===== src/rtl/til_pkg.sv =====
// shared types and constants for the table interpolation lookup block
// used by til_ctrl, til_dp and table_interpolation_lookup; depends on nothing
package til_pkg;

  localparam int TABLE_DEPTH = 256;
  localparam int IDX_W       = $clog2(TABLE_DEPTH);
  localparam int CNT_W       = $clog2(TABLE_DEPTH + 1);
  localparam int DATA_W      = 32;

  // configuration port
  localparam int CFG_ADDR_W  = 4;
  localparam int CFG_DATA_W  = 32;

  typedef logic [1:0] reg_idx_t;
  localparam reg_idx_t REG_TABLE_SIZE  = 2'd0;
  localparam reg_idx_t REG_ALLOW_EXTRAP = 2'd1;
  localparam reg_idx_t REG_SEARCH_ON_X = 2'd2;

  // item kinds carried on tuser
  localparam logic CMD_WRITE  = 1'b0;
  localparam logic CMD_LOOKUP = 1'b1;

  // datapath operations issued by the controller
  typedef enum logic [3:0] {
    OP_NONE,
    OP_WRITE,
    OP_LOAD,
    OP_RD_MID,
    OP_CMP,
    OP_RD_CLAMP,
    OP_CLAMP_RES,
    OP_RD_B0,
    OP_RD_B1,
    OP_DIFF,
    OP_ZERO_RES,
    OP_MUL,
    OP_DIV_INIT,
    OP_DIV,
    OP_FIN
  } dp_op_t;

  typedef struct packed {
    dp_op_t op;
  } dp_cmd_t;

  typedef struct packed {
    logic n_one;      // single-entry table
    logic srch_done;  // binary search window empty
    logic clamp;      // result is an end entry
    logic dk_zero;    // key delta is zero
    logic mul_done;   // last partial product step
    logic div_last;   // last quotient bit
    logic out_busy;   // result register still occupied
  } dp_stat_t;

endpackage


===== src/rtl/til_ctrl.sv =====
// controller state machine for the table interpolation lookup block
// sequences search, multiply and divide in til_dp; depends on til_pkg
module til_ctrl (
  input  logic              clk,
  input  logic              rst_n,
  input  logic              in_tvalid,
  input  logic              in_kind,
  output logic              in_tready,
  input  logic              out_tready,
  input  til_pkg::dp_stat_t stat,
  output til_pkg::dp_cmd_t  cmd
);

  typedef enum logic [3:0] {
    S_IDLE,
    S_CHK,
    S_RDM,
    S_CMP,
    S_RDC,
    S_CLV,
    S_RD0,
    S_RD1,
    S_DIFF,
    S_ZCHK,
    S_MUL,
    S_DIVI,
    S_DIV,
    S_FIN
  } state_t;

  state_t state_r, state_nxt;
  logic   accept;

  assign in_tready = (state_r == S_IDLE);
  assign accept    = in_tvalid && in_tready;

  always_comb begin
    state_nxt = state_r;
    cmd.op    = til_pkg::OP_NONE;
    unique case (state_r)
      S_IDLE: begin
        if (accept) begin
          if (in_kind == til_pkg::CMD_LOOKUP) begin
            cmd.op    = til_pkg::OP_LOAD;
            state_nxt = S_CHK;
          end else begin
            cmd.op = til_pkg::OP_WRITE;
          end
        end
      end
      S_CHK: begin
        state_nxt = stat.n_one ? S_RDC : S_RDM;
      end
      S_RDM: begin
        if (stat.srch_done) begin
          state_nxt = stat.clamp ? S_RDC : S_RD0;
        end else begin
          cmd.op    = til_pkg::OP_RD_MID;
          state_nxt = S_CMP;
        end
      end
      S_CMP: begin
        cmd.op    = til_pkg::OP_CMP;
        state_nxt = S_RDM;
      end
      S_RDC: begin
        cmd.op    = til_pkg::OP_RD_CLAMP;
        state_nxt = S_CLV;
      end
      S_CLV: begin
        cmd.op    = til_pkg::OP_CLAMP_RES;
        state_nxt = S_FIN;
      end
      S_RD0: begin
        cmd.op    = til_pkg::OP_RD_B0;
        state_nxt = S_RD1;
      end
      S_RD1: begin
        cmd.op    = til_pkg::OP_RD_B1;
        state_nxt = S_DIFF;
      end
      S_DIFF: begin
        cmd.op    = til_pkg::OP_DIFF;
        state_nxt = S_ZCHK;
      end
      S_ZCHK: begin
        if (stat.dk_zero) begin
          cmd.op    = til_pkg::OP_ZERO_RES;
          state_nxt = S_FIN;
        end else begin
          state_nxt = S_MUL;
        end
      end
      S_MUL: begin
        cmd.op = til_pkg::OP_MUL;
        if (stat.mul_done) begin
          state_nxt = S_DIVI;
        end
      end
      S_DIVI: begin
        cmd.op    = til_pkg::OP_DIV_INIT;
        state_nxt = S_DIV;
      end
      S_DIV: begin
        cmd.op = til_pkg::OP_DIV;
        if (stat.div_last) begin
          state_nxt = S_FIN;
        end
      end
      S_FIN: begin
        if (!stat.out_busy || out_tready) begin
          cmd.op    = til_pkg::OP_FIN;
          state_nxt = S_IDLE;
        end
      end
      default: begin
        state_nxt = S_IDLE;
      end
    endcase
  end

  always_ff @(posedge clk) begin
    if (!rst_n) begin
      state_r <= S_IDLE;
    end else begin
      state_r <= state_nxt;
    end
  end

endmodule


===== config.mk =====
export PLATFORM = sky130hd
export DESIGN_NAME = til_ctrl
export DESIGN_NICKNAME = d
export VERILOG_FILES = /design/src/rtl/til_pkg.sv /design/src/rtl/til_ctrl.sv
export SDC_FILE = /design/constraint.sdc
export NUM_CORES = 1
export LEC_CHECK = 0
export BUFFER_PORTS_ARGS = -buffer_cell sky130_fd_sc_hd__buf_4
export CAP_MARGIN = 25
export CORE_AREA = 8 8 45 47
export DETAILED_ROUTE_END_ITERATION = 6
export DIE_AREA = 0 0 53 55
export PLACE_DENSITY = 0.67
export SYNTH_ARGS = -nofsm -noshare
export SYNTH_HDL_FRONTEND = slang
export SYNTH_SLANG_ARGS = --single-unit
export TNS_END_PERCENT = 50

===== constraint.sdc =====
create_clock -name clk -period 1.17 [get_ports clk]
set_input_delay 0.0585 -clock clk [delete_from_list [all_inputs] [get_ports clk]]
set_output_delay 0.0585 -clock clk [all_outputs]
set_load 0.05 [all_outputs]

==> qor.yml, run 1 <==
status: "complete, but fails checks"
violations: "setup timing"
drtAntennaViolNets: 0
grt_setup_unrepaired: "yes"
synth_fa_ha_area_share_pct: 0
max_slew_margin_pct: 77.4
cts_buffers: 3
avgSynthCellArea_sq_um: 7.56
min_period_over_period_pct: 125
dr.first_iter.drc_count: 23
crit_chain: "buf_4 -> nand3_1 -> o21ai_1 -> a22o_1 -> buf_6"
setup_viol: 8
grt_pass1_wl_um: 3160
cp_data_required_time_ns: 1.11
final.fill_count: 106
cp_top_family: "flip-flops"
root_buffer: "clkbuf_4"
cts_htree_levels: 1
final_cell_mix: "buf_4 (34), buf_6 (6), nand2_1 (5), nand2b_1 (4), a21oi_1 (4)"
ys_top_cells_by_area: "dfxtp_1 (14%), buf_6 (8.1%), a21oi_1 (5.4%)"
combPwrFrac_pct: 77.6
hpwl_um: 1260
yosys.area_share.simple_pct: 30.4
die_h_um: 55
report.final.slew_viol_count: 0
grt_max_degree: 13
synth_edf_count: 0
drive_gt1_share_pct: 60.9
final_common_cell: "buf_4"
max-cap-violations: 0
grt_pass1_vias: 724
clock.fmax_mhz: 685
area_growth_pct: 84.6
synth_top_cell_by_area: "dfxtp_1"
p_sw_w: 0.000771
largest_reg_flops: 4
syn_inst: 74
final.setup_skew_ns: 0.000402
synth_warnings: 0
reg2reg_from: "state_r[0]"
whs_path_depth: 2
multi_input_area_sq_um: 444
worst_slack_ns: -0.289
vdd_drop_max_uv: 1060
crit_slowest_cell: "dfxtp_1"
rows: 14
detailedPlace.worstSlack_ns: -0.224
route.detailed.drc: 0
r2r-end: "state_r[2]"
syn-cell-area_sq_um: 559
path_class: "flop to output port"
top_register: "state_r"
placed_area_sq_um: 795
ys_seq_area_share_pct: 14.3
synthDistinctLibCells: 38
finalWirelength_um: 2160
p_int_w: 0.000974
via_per_inst: 5.71
holdPathEnd: "state_r[2]"
io_buffer_count: 16
cp_max_fo: 9
dieArea_sq_mm: 0.00292
synth_top_family_by_area: "compound AO/OA/AOI/OAI gates"
fin_nets: 129
powerDensity_mw_per_mm2: 1690
worst_path_largest_cell_delay_ns: 0.39
wl_per_cell_um: 16.5
endpoint_kind: "output port"
clkPwrFrac_pct: 10.0
async_reset_ff_share_pct: 0
synth-compound-area-share_pct: 37.1
die_w_um: 53
crit_buf_inv: 2
synthXorXnorAreaFrac_pct: 0
cts_tree: "built"
clock_path_buffers: 2
drtPass1Iterations: 4
clk_pin_slew_ns: 0.04
yosys-mux-area-fraction_pct: 1.79
synth_nets: 86
hp-start: "rst_n"
gp_congestion: 0.857
r2r_cells: 8
regArea_sq_um: 91.3
finalHoldViolations: 0
worstHoldPathType: "primary input to flop"
startpoint_type: "flop"
cp.arrival_ns: 1.40
grt.overflow.total: 0
p_seq_share_pct: 12.4
dr_total_vias: 748
worst_pin_slew_ns: 0.339
yosysTopAreaCellShare_pct: 14.3
grtUsageTotal_pct: 14.1
fin_crit_ns: 1.46
antenna_found_initial: 0
synth_seq_cells: 4
synth_ff_type: "dfxtp_1"
antennaDiodeCount: 0
initial_core_util_pct: 40.4
p_leak_nw: 0.446
reg_top3: "state_r (4)"
swShare_pct: 44.2
cts_sinks: 4
reg2reg_slack_ns: -0.17
core_sq_mm: 0.00138
worstSkewPairLatency_ns: 0.23
ios: 17
design_area_sq_mm: 0.00103
-- Yosys cell counts, types with 2 or more instances --
cell,count
a21oi_1,6
nand2_1,5
buf_6,4
dfxtp_1,4
nand2b_1,4
nor2b_1,4
a31oi_1,3
buf_4,3
inv_1,3
nor3_1,3
o21ai_1,3
a211oi_1,2
a221oi_1,2
inv_2,2
nand3_1,2
nor2_1,2
-- final cells by class --
cell class	instances	share of cell area, %
repair buffers	46	41.9
well taps	16	1.94
clock buffers	3	2.18
multi-input cells	57	43.0
inverters	5	2.06
flip-flops and latches	4	8.85
-- worst max path at each step --
stage	from	endpoint	slack [ns]	cells after the start
after floorplan	state_r[3]	cmd[1]	-0.49	4
final	state_r[2]	cmd[3]	-0.29	5
after global routing	state_r[2]	cmd[3]	-0.33	5
after global placement	state_r[3]	state_r[0]	-0.17	5
after detailed placement	state_r[3]	state_r[0]	-0.22	5
after CTS	state_r[3]	cmd[1]	-0.28	6
-- cells by family (layout without fill, tap and decap cells) --
family	after synthesis	count (layout)
DFF	4	4
AOI/OAI and AO/OA	29	29
muxes	1	1
buffers and inverters	13	54
and+or+nand+nor	27	27
-- per-layer routing --
| layer | wire length (um) | share of wire, % | track usage, % | vias up |
|---|---|---|---|---|
| met4 | 0 | 0 | 3.45 | 0 |
| met3 | 155 | 7.2 | 5.08 | 0 |
| met5 | 0 | 0 | 0 | - |
| met2 | 1160 | 54 | 25.4 | 34 |
| met1 | 842 | 39 | 15.3 | 357 |
| li1 | - | - | - | 357 |
-- power by group through the flow --
| stage | registers [W] | clock network, W | logic, W |
|---|---|---|---|
| final | 0.000217 | 0.000174 | 0.00135 |
| after floorplan | 0.000177 | 0 | 0.000693 |
| after global placement | 0.000208 | 0 | 0.00100 |
| after CTS | 0.000205 | 0.000176 | 0.00117 |
| after detailed placement | 0.000210 | 0 | 0.00101 |
| after global routing | 0.000220 | 0.000190 | 0.00143 |
-- repair_timing --
item                       4_1_cts  5_1_grt
setup endpoints to repair        9        9
pin swaps                        7        8
hold buffers                     0        0
cloned                           0        1
setup buffers                    5        6
gates resized for setup         24        7
-- stage by stage --
step	utilization, %	power, W	TNS (ns)	hold WS [ns]	std cells
final	74.6	0.00174	-1.69	0.0714	131
after CTS	66.8	0.00155	-1.39	0.0610	124
after detailed placement	57.4	0.00122	-1.41	0.300	116
after global routing	74.6	0.00184	-2.15	0.0715	131
after global placement	57.4	0.00121	-1.11	0.300	116
after floorplan	-	0.000870	-1.30	0.176	74
(Power assumes the default switching activity.)
==> run 2, diff against run 1 <==
- SKIP_LAST_GASP: default -> 1
==> run 2 against run 1 <==
Effect of this change:
- the flow still finishes with violations (setup timing)
- total power down 1.4%
- critical endpoint is now cmd[1]
- die area unchanged
- sequential share of layout area up 0.065 points
- clock skew up 0.0045 ns
- largest power group unchanged
- clock power up 5%
- highest routed layer is now met4
- sequential power up 2%
- global-route usage down 0.10 points
==> qor.yml, run 2 (synthesis results as in run 1) <==
reg2reg_slack_ns: -0.21  # was -0.17 ns
worstSkewPairLatency_ns: 0.24  # was 0.23 ns
grt_pass1_vias: 703  # was 724
route.detailed.drc: 0  # unchanged
grt_max_degree: 13  # unchanged
r2r_cells: 6  # was 8
worst_pin_slew_ns: 0.347  # was 0.339 ns
final_common_cell: "buf_4"  # unchanged
antennaDiodeCount: 0  # unchanged
die_h_um: 55  # unchanged
top_register: "state_r"  # unchanged
grt_setup_unrepaired: "yes"  # unchanged
gp_congestion: 0.857  # unchanged
report.final.slew_viol_count: 0  # unchanged
finalHoldViolations: 0  # unchanged
cp_data_required_time_ns: 1.11  # about the same
r2r-end: "state_r[2]"  # unchanged
root_buffer: "clkbuf_4"  # unchanged
cts_buffers: 3  # unchanged
vdd_drop_max_uv: 1050  # was 1060 uV
max_slew_margin_pct: 76.8  # was 77.4%
crit_slowest_cell: "dfxtp_4"  # was dfxtp_1
final.setup_skew_ns: 0.00489  # was 0.000402 ns
cp_max_fo: 6  # was 9
grtUsageTotal_pct: 14.0  # was 14.1%
violations: "setup timing"  # unchanged
antenna_found_initial: 0  # unchanged
fin_util_pct: 74.1  # was 74.6%
ios: 17  # unchanged
worstHoldPathType: "primary input to flop"  # unchanged
min_period_over_period_pct: 126  # was 125%
grt_pass1_wl_um: 3140  # was 3160 um
dr_total_vias: 739  # was 748
area_growth_pct: 83.2  # was 84.6%
setup_viol: 8  # unchanged
worst_path_largest_cell_delay_ns: 0.35  # was 0.39 ns
fin_setup_tns_ns: -1.75  # was -1.69 ns
reg_top3: "state_r (4)"  # unchanged
via_per_inst: 5.64  # was 5.71
core_sq_mm: 0.00138  # unchanged
crit_path_start: "state_r[0]"  # was state_r[2]
worstSetupPathDepth: 6  # was 5
cts_sinks: 4  # unchanged
max-cap-violations: 0  # unchanged
drtPass1Iterations: 4  # unchanged
cts_tree: "built"  # unchanged
io_buffer_count: 16  # unchanged
endpoint_kind: "output port"  # unchanged
grt.overflow.total: 0  # unchanged
wl_per_cell_um: 16.7  # was 16.5 um
clk_pin_slew_ns: 0.04  # about the same
finalWirelength_um: 2190  # was 2160 um
clock.fmax_mhz: 680  # was 685 MHz
worst_slack_ns: -0.300  # was -0.289 ns
drive_gt1_share_pct: 59.1  # was 60.9%
clock_path_buffers: 2  # unchanged
detailedPlace.worstSlack_ns: -0.224  # unchanged
powerDensity_mw_per_mm2: 1680  # was 1690 mW/mm^2
dr.first_iter.drc_count: 15  # was 23
fin_nets: 129  # unchanged
crit_chain: "buf_12 -> inv_1 -> buf_4 -> o221ai_2 -> a32o_2 -> buf_8"  # was buf_4 -> nand3_1 -> o21ai_1 -> a22o_1 -> buf_6
crit_buf_inv: 4  # was 2
cp_top_family: "buffers and inverters"  # was flip-flops
dieArea_sq_mm: 0.00292  # unchanged
hpwl_um: 1260  # unchanged
cts_htree_levels: 1  # unchanged
cp.arrival_ns: 1.41  # was 1.40 ns
die_w_um: 53  # unchanged
startpoint_type: "flop"  # unchanged
reg2reg_from: "state_r[1]"  # was state_r[0]
final_cell_mix: "buf_4 (34), buf_6 (7), nand2_1 (5)"  # was buf_4 (34), buf_6 (6), nand2_1 (5), nand2b_1 (4), a21oi_1 (4)
drtAntennaViolNets: 0  # unchanged
path_class: "flop to output port"  # unchanged
rows: 14  # unchanged
critPathCapture: "cmd[1]"  # was cmd[3]
p_leak_nw: 0.444  # was 0.446 nW
fin_crit_ns: 1.47  # was 1.46 ns
largest_reg_flops: 4  # unchanged
initial_core_util_pct: 40.4  # unchanged
status: "complete, but fails checks"  # unchanged
[run 2: cell counts in the layout (fill, tap and decap cells not counted)]
No cell type changed its count.
[run 2: power breakdown]
group	switching, W	internal [W]	total [W]	leakage [nW]
combinational	0.000654	0.000663	0.00132	0.396
clock	0.0000670	0.000116	0.000183	0.0138
sequential	0.0000503	0.000171	0.000221	0.0349
[run 2: metrics by stage]
| step | hold slack [ns] | power [W] | cell area (sq um) | std cells |
|---|---|---|---|---|
| after floorplan | 0.176 | 0.000870 | 571 | 74 |
| after global placement | 0.300 | 0.00121 | 795 | 116 |
| after detailed placement | 0.300 | 0.00122 | 795 | 116 |
| after CTS | 0.0610 | 0.00149 | 906 | 124 |
| after global routing | 0.0718 | 0.00181 | 1020 | 131 |
| final | 0.0711 | 0.00172 | 1020 | 131 |
[run 2: worst reg2reg max path, delay by kind of cell, from the launching register on]
family | cells | cell delay, ns
flip-flops | 1 | 0.38
AND/OR/NAND/NOR | 1 | 0.18
AO/OA/AOI/OAI | 3 | 0.49
buffers and inverters | 2 | 0.27
[run 2: cell type report]
| type | instances | area [sq um] |
|---|---|---|
| well taps | 16 | 20.0 |
| flip-flops and latches | 4 | 91.3 |
| inverters | 5 | 21.3 |
| repair buffers | 46 | 429 |
| multi-input cells | 57 | 440 |
| fillers | 104 | 359 |
| clock buffers | 3 | 22.5 |
[run 2: worst min path at each step]
stage / endpoint / start / slack, ns / cells past startpoint
finish: state_r[2] / rst_n / 0.07 / 2
global route: state_r[2] / rst_n / 0.07 / 2
CTS: state_r[2] / rst_n / 0.06 / 2
detailed placement: state_r[2] / rst_n / 0.30 / 2
global placement: state_r[2] / rst_n / 0.30 / 2
floorplan: state_r[2] / rst_n / 0.18 / 1
[run 2: what timing repair did]
action	4_1_cts	5_1_grt
buffers inserted	5	6
pin swaps	7	9
resized for setup	18	10
gates cloned	0	1
setup endpoints to repair	9	9
hold buffers	0	0
[run 2: metal layers]
layer	GRT usage, %	vias to the layer above	routed length [um]
met5	0	-	0
met4	2.59	0	14
met3	4.28	2	93
met2	25.4	22	1170
met1	15.8	358	916
li1	-	357	-
